**src/rtl/core/sldcs_pkg.sv**
```systemverilog
// Types, register map and constants of the drive command shaper.
package sldcs_pkg;

  localparam int SPEED_W     = 16;
  localparam int STEER_W     = 16;
  localparam int STEP_W      = 16;
  localparam int EGAIN_W     = 24;
  localparam int ELIM_W      = 17;
  localparam int ERPM_W      = 18;
  localparam int SGAIN_W     = 21;
  localparam int SERVO_W     = 16;
  localparam int APB_DATA_W  = 32;
  localparam int APB_ADDR_W  = 5;
  localparam int REG_IDX_W   = 3;

  // Register indexes
  localparam logic [REG_IDX_W-1:0] REG_ACCEL_STEP   = 3'd0;
  localparam logic [REG_IDX_W-1:0] REG_DECEL_STEP   = 3'd1;
  localparam logic [REG_IDX_W-1:0] REG_ERPM_GAIN    = 3'd2;
  localparam logic [REG_IDX_W-1:0] REG_ERPM_LIMIT   = 3'd3;
  localparam logic [REG_IDX_W-1:0] REG_SERVO_GAIN   = 3'd4;
  localparam logic [REG_IDX_W-1:0] REG_SERVO_OFFSET = 3'd5;
  localparam logic [REG_IDX_W-1:0] REG_SERVO_FLOOR  = 3'd6;
  localparam logic [REG_IDX_W-1:0] REG_SERVO_CEIL   = 3'd7;

  // Reset values
  localparam logic [SERVO_W-1:0] SERVO_OFFSET_RST = 16'h8000;
  localparam logic [SERVO_W-1:0] SERVO_FLOOR_RST  = 16'h0000;
  localparam logic [SERVO_W-1:0] SERVO_CEIL_RST   = 16'hFFFF;

  localparam logic signed [ERPM_W-1:0] ERPM_OFFSET_DEFAULT = '0;

  typedef struct packed {
    logic        [STEP_W-1:0]  accel_step;
    logic        [STEP_W-1:0]  decel_step;
    logic signed [EGAIN_W-1:0] erpm_gain;
    logic        [ELIM_W-1:0]  erpm_limit;
    logic signed [SGAIN_W-1:0] servo_gain;
    logic        [SERVO_W-1:0] servo_offset;
    logic        [SERVO_W-1:0] servo_floor;
    logic        [SERVO_W-1:0] servo_ceil;
  } cfg_t;

  typedef struct packed {
    logic signed [SPEED_W-1:0] target_speed;
    logic signed [STEER_W-1:0] target_steer;
  } in_beat_t;

  typedef struct packed {
    logic signed [ERPM_W-1:0]  erpm_command;
    logic        [SERVO_W-1:0] servo_command;
    logic signed [SPEED_W-1:0] smoothed_speed;
    logic                      erpm_was_clipped;
    logic                      servo_was_clipped;
  } out_beat_t;

endpackage

```
**src/rtl/core/slew_limited_drive_command_shaper_unit.sv**
```systemverilog
// Drive command shaper: each beat carries a target speed and a steering
// angle; the speed is slew limited against the last smoothed speed, scaled
// to an erpm command and clipped, and the steering is scaled to a servo
// position and clipped. One beat is accepted per cycle; a result is
// offered once its beat has passed the input register, then the result
// register. While out_ready is low the result waits, one more beat may
// still enter the input register, and in_ready then drops until the
// result is taken. The rate is set by the last-speed loop through the
// slew clamp. Registers sit on an APB port at byte address 4*index; the
// user must write them only while the block idles, unchecked by the block.
module slew_limited_drive_command_shaper_unit import sldcs_pkg::*; #(
  parameter logic signed [ERPM_W-1:0] ERPM_OFFSET = ERPM_OFFSET_DEFAULT
) (
  input  logic                  clk,
  input  logic                  rst,
  input  logic                  psel,
  input  logic                  penable,
  input  logic                  pwrite,
  input  logic [APB_ADDR_W-1:0] paddr,
  input  logic [APB_DATA_W-1:0] pwdata,
  output logic [APB_DATA_W-1:0] prdata,
  output logic                  pready,
  input  logic                  in_valid,
  output logic                  in_ready,
  input  in_beat_t              in_data,
  output logic                  out_valid,
  input  logic                  out_ready,
  output out_beat_t             out_data
);

  cfg_t cfg;

  // Configuration registers
  sldcs_regs u_regs (
    .clk     (clk),
    .rst     (rst),
    .psel    (psel),
    .penable (penable),
    .pwrite  (pwrite),
    .paddr   (paddr),
    .pwdata  (pwdata),
    .prdata  (prdata),
    .pready  (pready),
    .cfg     (cfg)
  );

  // Command datapath
  sldcs_datapath #(
    .ERPM_OFFSET (ERPM_OFFSET)
  ) u_datapath (
    .clk       (clk),
    .rst       (rst),
    .cfg       (cfg),
    .in_valid  (in_valid),
    .in_ready  (in_ready),
    .in_data   (in_data),
    .out_valid (out_valid),
    .out_ready (out_ready),
    .out_data  (out_data)
  );

endmodule

```
**src/rtl/core/sldcs_regs.sv**
```systemverilog
// APB configuration registers of the drive command shaper.
module sldcs_regs import sldcs_pkg::*; (
  input  logic                  clk,
  input  logic                  rst,
  input  logic                  psel,
  input  logic                  penable,
  input  logic                  pwrite,
  input  logic [APB_ADDR_W-1:0] paddr,
  input  logic [APB_DATA_W-1:0] pwdata,
  output logic [APB_DATA_W-1:0] prdata,
  output logic                  pready,
  output cfg_t                  cfg
);

  logic                 wr_en;
  logic [REG_IDX_W-1:0] idx;

  assign pready = 1'b1;
  assign wr_en  = psel && penable && pwrite && pready;
  assign idx    = paddr[APB_ADDR_W-1:2];

  // Register writes
  always_ff @(posedge clk) begin
    if (rst) begin
      cfg.accel_step   <= '0;
      cfg.decel_step   <= '0;
      cfg.erpm_gain    <= '0;
      cfg.erpm_limit   <= '0;
      cfg.servo_gain   <= '0;
      cfg.servo_offset <= SERVO_OFFSET_RST;
      cfg.servo_floor  <= SERVO_FLOOR_RST;
      cfg.servo_ceil   <= SERVO_CEIL_RST;
    end else if (wr_en) begin
      unique case (idx)
        REG_ACCEL_STEP:   cfg.accel_step   <= pwdata[STEP_W-1:0];
        REG_DECEL_STEP:   cfg.decel_step   <= pwdata[STEP_W-1:0];
        REG_ERPM_GAIN:    cfg.erpm_gain    <= signed'(pwdata[EGAIN_W-1:0]);
        REG_ERPM_LIMIT:   cfg.erpm_limit   <= pwdata[ELIM_W-1:0];
        REG_SERVO_GAIN:   cfg.servo_gain   <= signed'(pwdata[SGAIN_W-1:0]);
        REG_SERVO_OFFSET: cfg.servo_offset <= pwdata[SERVO_W-1:0];
        REG_SERVO_FLOOR:  cfg.servo_floor  <= pwdata[SERVO_W-1:0];
        REG_SERVO_CEIL:   cfg.servo_ceil   <= pwdata[SERVO_W-1:0];
        default: ;
      endcase
    end
  end

  // Read mux, raw register bits zero-extended
  always_comb begin
    prdata = '0;
    unique case (idx)
      REG_ACCEL_STEP:   prdata = {{(APB_DATA_W-STEP_W){1'b0}}, cfg.accel_step};
      REG_DECEL_STEP:   prdata = {{(APB_DATA_W-STEP_W){1'b0}}, cfg.decel_step};
      REG_ERPM_GAIN:    prdata = {{(APB_DATA_W-EGAIN_W){1'b0}}, cfg.erpm_gain};
      REG_ERPM_LIMIT:   prdata = {{(APB_DATA_W-ELIM_W){1'b0}}, cfg.erpm_limit};
      REG_SERVO_GAIN:   prdata = {{(APB_DATA_W-SGAIN_W){1'b0}}, cfg.servo_gain};
      REG_SERVO_OFFSET: prdata = {{(APB_DATA_W-SERVO_W){1'b0}}, cfg.servo_offset};
      REG_SERVO_FLOOR:  prdata = {{(APB_DATA_W-SERVO_W){1'b0}}, cfg.servo_floor};
      REG_SERVO_CEIL:   prdata = {{(APB_DATA_W-SERVO_W){1'b0}}, cfg.servo_ceil};
      default:          prdata = '0;
    endcase
  end

endmodule

```
**src/rtl/core/sldcs_datapath.sv**
```systemverilog
// Input register, slew limiter, scaling and clipping, result register.
module sldcs_datapath import sldcs_pkg::*; #(
  parameter logic signed [ERPM_W-1:0] ERPM_OFFSET = ERPM_OFFSET_DEFAULT
) (
  input  logic      clk,
  input  logic      rst,
  input  cfg_t      cfg,
  input  logic      in_valid,
  output logic      in_ready,
  input  in_beat_t  in_data,
  output logic      out_valid,
  input  logic      out_ready,
  output out_beat_t out_data
);

  localparam int WIN_W   = SPEED_W + 2;
  localparam int EPROD_W = EGAIN_W + SPEED_W;
  localparam int SPROD_W = SGAIN_W + STEER_W;
  localparam int ESH     = 16;
  localparam int SSH     = 13;
  localparam int SUM_W   = 26;

  in_beat_t                  s1;
  logic                      s1_valid;
  logic signed [SPEED_W-1:0] last_speed;
  logic                      advance;
  logic                      load;

  logic        [STEP_W-1:0]  up, down;
  logic signed [WIN_W-1:0]   lo, hi, tgt, smooth_w;
  logic signed [SPEED_W-1:0] smooth;

  logic signed [EPROD_W-1:0] eprod, eround;
  logic signed [SUM_W-1:0]   esum, elim;
  logic signed [ERPM_W-1:0]  erpm;
  logic                      eclip;

  logic signed [SPROD_W-1:0] sprod, sround;
  logic signed [SUM_W-1:0]   ssum, smin, smax;
  logic        [SERVO_W-1:0] servo;
  logic                      sclip;

  // Handshake: the result register frees up when empty or taken
  assign advance  = !out_valid || out_ready;
  assign in_ready = !s1_valid || advance;
  assign load     = s1_valid && advance;

  // Input register
  always_ff @(posedge clk) begin
    if (rst) begin
      s1_valid <= 1'b0;
    end else if (in_ready) begin
      s1_valid <= in_valid;
    end
  end

  always_ff @(posedge clk) begin
    if (in_ready && in_valid) begin
      s1 <= in_data;
    end
  end

  // Slew window; steps swap roles when the last speed is not positive
  always_comb begin
    if (last_speed > 0) begin
      up   = cfg.accel_step;
      down = cfg.decel_step;
    end else begin
      up   = cfg.decel_step;
      down = cfg.accel_step;
    end
    lo  = WIN_W'(last_speed) - signed'({2'b00, down});
    hi  = WIN_W'(last_speed) + signed'({2'b00, up});
    tgt = WIN_W'(s1.target_speed);
    if (tgt < lo) begin
      smooth_w = lo;
    end else if (tgt > hi) begin
      smooth_w = hi;
    end else begin
      smooth_w = tgt;
    end
    smooth = smooth_w[SPEED_W-1:0];
  end

  // Speed to erpm, round half up, offset, symmetric clip
  always_comb begin
    eprod  = EPROD_W'(cfg.erpm_gain) * EPROD_W'(smooth);
    eround = eprod + (EPROD_W'(1) <<< (ESH - 1));
    esum   = SUM_W'(signed'(eround[EPROD_W-1:ESH])) + SUM_W'(ERPM_OFFSET);
    elim   = signed'({{(SUM_W-ELIM_W){1'b0}}, cfg.erpm_limit});
    eclip  = 1'b0;
    if (esum < -elim) begin
      erpm  = ERPM_W'(-elim);
      eclip = 1'b1;
    end else if (esum > elim) begin
      erpm  = ERPM_W'(elim);
      eclip = 1'b1;
    end else begin
      erpm = esum[ERPM_W-1:0];
    end
  end

  // Steering to servo, round half up, offset, clip to [floor, ceiling]
  always_comb begin
    sprod  = SPROD_W'(cfg.servo_gain) * SPROD_W'(s1.target_steer);
    sround = sprod + (SPROD_W'(1) <<< (SSH - 1));
    ssum   = SUM_W'(signed'(sround[SPROD_W-1:SSH])) +
             signed'({{(SUM_W-SERVO_W){1'b0}}, cfg.servo_offset});
    smin   = signed'({{(SUM_W-SERVO_W){1'b0}}, cfg.servo_floor});
    smax   = signed'({{(SUM_W-SERVO_W){1'b0}}, cfg.servo_ceil});
    sclip  = 1'b0;
    if (ssum < smin) begin
      servo = cfg.servo_floor;
      sclip = 1'b1;
    end else if (ssum > smax) begin
      servo = cfg.servo_ceil;
      sclip = 1'b1;
    end else begin
      servo = ssum[SERVO_W-1:0];
    end
  end

  // Speed state and result register
  always_ff @(posedge clk) begin
    if (rst) begin
      last_speed <= '0;
      out_valid  <= 1'b0;
    end else begin
      if (load) begin
        last_speed <= smooth;
      end
      if (advance) begin
        out_valid <= s1_valid;
      end
    end
  end

  always_ff @(posedge clk) begin
    if (load) begin
      out_data.erpm_command      <= erpm;
      out_data.servo_command     <= servo;
      out_data.smoothed_speed    <= smooth;
      out_data.erpm_was_clipped  <= eclip;
      out_data.servo_was_clipped <= sclip;
    end
  end

endmodule

```
**config.mk**
```make
export PLATFORM = sky130hd
export DESIGN_NAME = slew_limited_drive_command_shaper_unit
export DESIGN_NICKNAME = d
export VERILOG_FILES = /design/src/rtl/core/sldcs_pkg.sv /design/src/rtl/core/slew_limited_drive_command_shaper_unit.sv /design/src/rtl/core/sldcs_regs.sv /design/src/rtl/core/sldcs_datapath.sv
export SDC_FILE = /design/constraint.sdc
export NUM_CORES = 2
export LEC_CHECK = 0
export ABC_CLOCK_PERIOD_IN_PS = 13970
export BUFFER_PORTS_ARGS = -buffer_cell sky130_fd_sc_hd__buf_2
export CAP_MARGIN = 10
export CORE_MARGIN = 5
export CORE_UTILIZATION = 30
export DETAILED_ROUTE_END_ITERATION = 8
export PLACE_DENSITY_LB_ADDON = 0.3
export SETUP_SLACK_MARGIN = 0.02
export SLEW_MARGIN = 20
export SYNTH_ARGS = -nofsm -noshare
export SYNTH_HDL_FRONTEND = slang
export SYNTH_SLANG_ARGS = --single-unit
export TNS_END_PERCENT = 100
```
**constraint.sdc**
```tcl
create_clock -name clk -period 13.97 [get_ports clk]
set_input_delay 0.6985 -clock clk [delete_from_list [all_inputs] [get_ports clk]]
set_output_delay 0.6985 -clock clk [all_outputs]
set_load 0.05 [all_outputs]
```
### Yosys cells after proc, flatten, opt, wreduce, memory -nomap -nowiden

Cells that the tools add are included.

| word-level totals | value |
|---|---|
| register bits | 244 |
| bits in latches | 0 |
| RAM bits | 0 |
| ROM bits | 0 |
| word-level logic and storage cells | 68 |
| memories | 0 |

| operators by class | value |
|---|---|
| add/sub/neg operators | 6 |
| $mul | 2 |
| divide/modulo/power cells | 0 |
| order comparisons | 7 |
| equality and inequality tests | 7 |
| shift operators | 0 |
| mux-type cells | 11 |
| bitwise gates (word level) | 0 |
| reductions and logical operators | 17 |

Operators by type and width:

| cell | count |
|---|---|
| one-hot mux 32 bit (8 select lines) | 1 |
| two-way mux 16 bit | 6 |
| adder 40 x 17 -> 40 bit (second input constant) | 1 |
| multiplier 24 x 16 -> 40 bit | 1 |
| adder 37 x 14 -> 37 bit (second input constant) | 1 |
| multiplier 21 x 16 -> 37 bit | 1 |
| two-way mux 18 bit | 2 |
| greater-than comparator 26 x 17 -> 1 bit | 1 |
| less-than comparator 24 x 26 -> 1 bit | 1 |
| less-than comparator 26 x 17 -> 1 bit | 1 |
| negator 17 -> 26 bit | 1 |
| adder 24 x 17 -> 25 bit | 1 |
| greater-than comparator 24 x 18 -> 1 bit | 1 |
| adder 16 x 17 -> 18 bit | 1 |
| greater-than comparator 16 x 18 -> 1 bit | 1 |
| less-than comparator 16 x 18 -> 1 bit | 1 |
| subtractor 16 x 17 -> 18 bit | 1 |
| greater-than comparator 16 x 1 -> 1 bit (second input constant) | 1 |
| AND reduction 2 bit | 8 |
| equality test 3 bit (second input constant) | 4 |
| equality test 3 x 2 -> 1 bit (second input constant) | 2 |
| logical AND 1 bit | 4 |
| equality test 3 x 1 -> 1 bit (second input constant) | 1 |
| logical NOT 3 bit | 1 |
| other kinds (3) | 6 |

### Logic depth before layout (Yosys ltp)

| depth | value |
|---|---|
| word-level depth | 11 |
| mapped depth | 73 |
| depth with buffers taken out | 70 |

### Modules after synthesis

From an unflattened synthesis, not the netlist that was laid out.

| second synthesis, totals | value |
|---|---|
| cell total of the unflattened synthesis | 4,812 |
| area total of the unflattened synthesis | 41,863.9 um^2 |

Modules (own cells, without submodules):

| module | times used | cells an instance | area an instance (um^2) | seq. area each (um^2) |
|---|---|---|---|---|
| sldcs_datapath | 1 | 3,964 | 35,422.7 | 2,882.8 |
| sldcs_regs | 1 | 848 | 6,441.2 | 2,842.7 |

### Worst setup path after synthesis

Ideal clock, no wire load.

| timing | value |
|---|---|
| path type | reg2reg |
| start | register u_datapath.last_speed[1] |
| end | register u_datapath.out_data[37] (netlist name) |
| setup time | 286 ps |
| data arrival time | 14,886 ps |
| data required time | 13,684 ps |
| slack | -1,202 ps |
| stages on the path, launching flop included | 68 |
| path buffers | 5 |
| cells stage by stage | dfxtp_1 nor4_1 a41oi_1 clkbuf_1 mux2_2 ha_1 inv_1 fa_1 a21o_1 a21oi_1 o21ai_0 a21oi_1 o21ai_0 a21oi_1 o21ai_0 a21oi_1 o21bai_1 a21oi_1 [32 not listed] a21bo_2 o21ai_1 a21oi_1 xor2_1 inv_1 ha_1 nand4_1 nor2_1 a21oi_1 o211ai_1 a2111o_1 o22a_1 maj3_1 a21oi_1 o21a_1 clkbuf_1 clkbuf_1 a222oi_1 |

| between the ends | value |
|---|---|
| word-level cells in the longest chain between the ends | 11 |
| elaborated cells between the ends (all ways) | 15 |

Ends and longest elaborated chain:

| item | line | text |
|---|---|---|
| from (decl) | sldcs_datapath.sv:25 | `logic signed [SPEED_W-1:0] last_speed;` |
| from (signal assigned) | sldcs_datapath.sv:130 | `last_speed <= smooth;` |
| greater-than comparator 16 x 1 -> 1 bit | sldcs_datapath.sv:65 | `if (last_speed > 0) begin` |
| two-way mux 16 bit | sldcs_datapath.sv:65 |  |
| adder 16 x 17 -> 18 bit | sldcs_datapath.sv:73 | `hi = WIN_W'(last_speed) + signed'({2'b00, up});` |
| greater-than comparator 16 x 18 -> 1 bit | sldcs_datapath.sv:77 | `end else if (tgt > hi) begin` |
| two-way mux 16 bit | sldcs_datapath.sv:77 |  |
| two-way mux 16 bit * | sldcs_datapath.sv:75 | `if (tgt < lo) begin` |
| multiplier 24 x 16 -> 40 bit * | sldcs_datapath.sv:87 | `eprod = EPROD_W'(cfg.erpm_gain) * EPROD_W'(smooth);` |
| adder 40 x 17 -> 40 bit * | sldcs_datapath.sv:88 | `eround = eprod + (EPROD_W'(1) <<< (ESH - 1));` |
| greater-than comparator 24 x 18 -> 1 bit | sldcs_datapath.sv:95 | `end else if (esum > elim) begin` |
| two-way mux 18 bit | sldcs_datapath.sv:95 |  |
| two-way mux 18 bit * | sldcs_datapath.sv:92 | `if (esum < -elim) begin` |
| net u_datapath.erpm[3] | sldcs_datapath.sv:35 | `logic signed [ERPM_W-1:0] erpm;` |

The timed path passes the listed nets; every way through them passes the cells marked *.
A chain may end at the register's enable or synchronous reset.

### Worst setup path after layout

| timing | value |
|---|---|
| start | register u_datapath.last_speed[7] |
| end | register u_datapath.out_data[39] (netlist name) |

| between the ends | value |
|---|---|
| word-level cells in the longest chain between the ends | 11 |
| elaborated cells between the ends (all ways) | 15 |

Ends and longest elaborated chain:

| item | line |
|---|---|
| greater-than comparator 16 x 1 -> 1 bit | sldcs_datapath.sv:65 |
| two-way mux 16 bit | sldcs_datapath.sv:65 |
| adder 16 x 17 -> 18 bit | sldcs_datapath.sv:73 |
| greater-than comparator 16 x 18 -> 1 bit | sldcs_datapath.sv:77 |
| two-way mux 16 bit | sldcs_datapath.sv:77 |
| two-way mux 16 bit * | sldcs_datapath.sv:75 |
| multiplier 24 x 16 -> 40 bit * | sldcs_datapath.sv:87 |
| adder 40 x 17 -> 40 bit * | sldcs_datapath.sv:88 |
| greater-than comparator 24 x 18 -> 1 bit | sldcs_datapath.sv:95 |
| two-way mux 18 bit | sldcs_datapath.sv:95 |
| two-way mux 18 bit * | sldcs_datapath.sv:92 |
| net u_datapath.erpm[5] | sldcs_datapath.sv:35 |

Marks and branches as above.

==> qor.txt <==
Outcome: complete, but fails checks
Failing checks: setup timing
Worst Skew: 0.03575 ns
Synthesized area: 41,790 um^2
Final Hold Fails: 0
DRC: 0
Input/output buffers: 143
H-Tree Depth: 1
Clock slew at reported path FFs: 0.07 ns
Clk sink count: 244
Rel. slew slack: 27.92%
Syn Inst Count: 4,807
Hold_buf cts: 0
Register area share after synthesis: 13.70%
Final setup TNS: -6.248 ns
Grt ovf: 0
FF+latch count, synth: 244
Final setup violation count: 19
Root buffer cell: clkbuf_16
Chip Height: 383.2 um
CP arrival: 14.69 ns
Count of pins over their slew limit: 0
Pin count of the biggest net entering global routing: 94
Ys async rst share: 0%
Crit path max fanout: 10
Share of cells above drive strength 1: 18.09%
GP Congestion: 0.9151
Post-synth EDFFs: 84
Netlist cell types: 90
Core region area: 139,000 um^2
CP peak stage delay: 0.59 ns
Routed Antenna Nets: 0
Slew @ Worst Pin: 1.080 ns
Nets: 6,370
Critical path's slowest cell: or4_4
Data required, critical path: 14.30 ns
Clk_lat worst skew: 0.64 ns
Maximum clock insertion buffer count: 3
Critical Path Sink Type: register
CP Class: reg -> reg
Main synth FF type: dfxtp_1
Vias: 34,660
Drt total wl: 138,700 um
Post-detail-place hpwl: 112,500 um
Fin worst setup slack: -0.3908 ns
Total CTS buffers: 31
HP Class: in -> reg
Syn. warnings: 0
Global-route wire length before repair: 213,200 um
Setup crit start kind: register
GRT Overall Usage: 18.73%
Max-capacitance violation count: 0
# rows: 137
# IOs: 163
CTS tree: built
Min cycle time layout: 14.36 ns
Avg Vias per Cell: 4.839
RSZ-0062 raised after global routing: yes
Vias in the first global route: 35,290
Syn Area/Cell: 8.694 um^2
WL/cell: 19.36 um
Iteration-0 DRC Markers: 2,392
Area Overhead vs Synth: 20.00%
Max Fclk: 69.63 MHz
Fraction of the cycle the final worst path needs: 102.8%
Die ar.: 146,900 um^2
Initial antenna violation count: 25
Fillcell total: 14,240
Starting Density: 30.06%
First-pass iteration count of the detailed router: 6
Die X: 383.2 um
logic make-up after synthesis:
logic type               synth area share (%)
AND/OR/NAND/NOR                         16.24
buffers and inverters                   10.43
adder cells (fa/ha/maj)                 44.08
AO/OA/AOI/OAI                           10.70
flip-flops                              13.70
XOR/XNOR                                2.548
multiplexers                            2.281
other                                 0.01797
final timing paths:
check,startpoint,end,slack (ns),depth (start not counted)
setup / recovery,u_datapath.last_speed[7]$_SDFFE_PP0P_,u_datapath.out_data[39]$_DFFE_PP_,-0.39,71
setup reg to reg,u_datapath.last_speed[7]$_SDFFE_PP0P_,u_datapath.out_data[39]$_DFFE_PP_,-0.39,71
hold reg to reg,u_regs.cfg[30]$_SDFFE_PP0P_,u_regs.cfg[30]$_SDFFE_PP0P_,0.45,2
hold / removal,in_data[19],u_datapath.s1[19]$_DFFE_PP_,0.23,1
per-stage QoR:
step                std cells  setup WS, ns  util, %  hold slack, ns  area, um^2
floorplan                4814       0.02091        -          0.4363       42110
global placement         6991       -0.9906    34.00          0.4419       47260
detailed placement       6991        -1.188    34.00          0.4463       47260
CTS                      7114       -0.3008    35.66          0.1903       49580
global route             7157       -0.9918    36.06          0.2169       50140
finish                   7163       -0.3908    36.08          0.2310       50150
worst max-delay path, delay by kind of cell (launching register included):
kind	cells	cell delay, ns
flip-flops	1	0.34
AND/OR/NAND/NOR	11	2.31
AO/OA/AOI/OAI	30	4.51
multiplexers	2	0.64
buffers and inverters	14	1.59
adder cells (fa/ha/maj)	12	4.31
XOR/XNOR	2	0.31
cells in the mapped netlist (27+ instances only):
| cell | instances | area, um^2 |
|---|---|---|
| edfxtp_1 | 84 | 2522 |
| nor2_1 | 147 | 551.8 |
| a21oi_1 | 267 | 1336 |
| clkbuf_1 | 207 | 777.0 |
| fa_1 | 708 | 14170 |
| nand2_1 | 794 | 2980 |
| inv_1 | 880 | 3303 |
| nor3_1 | 49 | 245.2 |
| dfxtp_1 | 160 | 3203 |
| and2_1 | 235 | 1470 |
| nand4_1 | 29 | 181.4 |
| and3_1 | 34 | 212.7 |
| a21o_1 | 81 | 608.1 |
| o21a_1 | 27 | 202.7 |
| nand2b_1 | 44 | 275.3 |
| nand3_1 | 41 | 205.2 |
| o21ai_0 | 95 | 475.5 |
| ha_1 | 337 | 4217 |
| mux2i_1 | 62 | 620.6 |
| nor2b_1 | 43 | 269.0 |
| xnor2_1 | 96 | 840.8 |
final cells by class:
class                           count  area, um^2  share of cell area, %
Antenna cell                       14       35.03                0.06986
Clock inverter                     13       116.4                 0.2320
Inverter                          884        3322                  6.624
Timing Repair Buffer              655        4835                  9.640
Clock buffer                       44       937.1                  1.869
Tap cell                         1876        2347                  4.680
Multi-Input combinational cell   3433       32830                  65.45
Sequential cell                   244        5733                  11.43
per-layer routing:
layer	vias to the layer above	wire length, um	track usage (%)
met5	-	52	0
met4	8	4236	5.646
met3	160	10730	3.794
met2	970	63380	29.99
met1	17480	60310	25.59
li1	16040	-	-
placed cells by master (no fill, tap or decap), types with 37 or more instances in the layout:
cell,synthesis,final
nor2_1,147,136
nor2b_1,43,43
nand3_1,41,37
nand2b_1,44,44
inv_1,880,861
mux2i_1,62,60
a21oi_1,267,239
ha_1,337,315
xnor2_1,96,91
o21ai_0,95,58
nor3_1,49,41
and2_1,235,227
a21o_1,81,81
edfxtp_1,84,84
nand2_1,794,786
dfxtp_1,160,154
fa_1,708,691
buf_2,4,142
buf_4,10,470
flip-flops by register name, summed over array words and instances (netlist names):
register               count
u_regs.cfg               142
u_datapath.s1_valid        1
u_datapath.s1             32
u_datapath.out_valid       1
u_datapath.last_speed     16
u_datapath.out_data       52
what timing repair did:
item                       4_1_cts  5_1_grt
buffers inserted                62       34
setup endpoints to repair       19       19
gates resized for setup        192       68
pin swaps                      167       87
gates cloned                     5        1
Power is not shown: default switching activity piles up to over one toggle a cycle in this logic, so the estimate is an artifact.
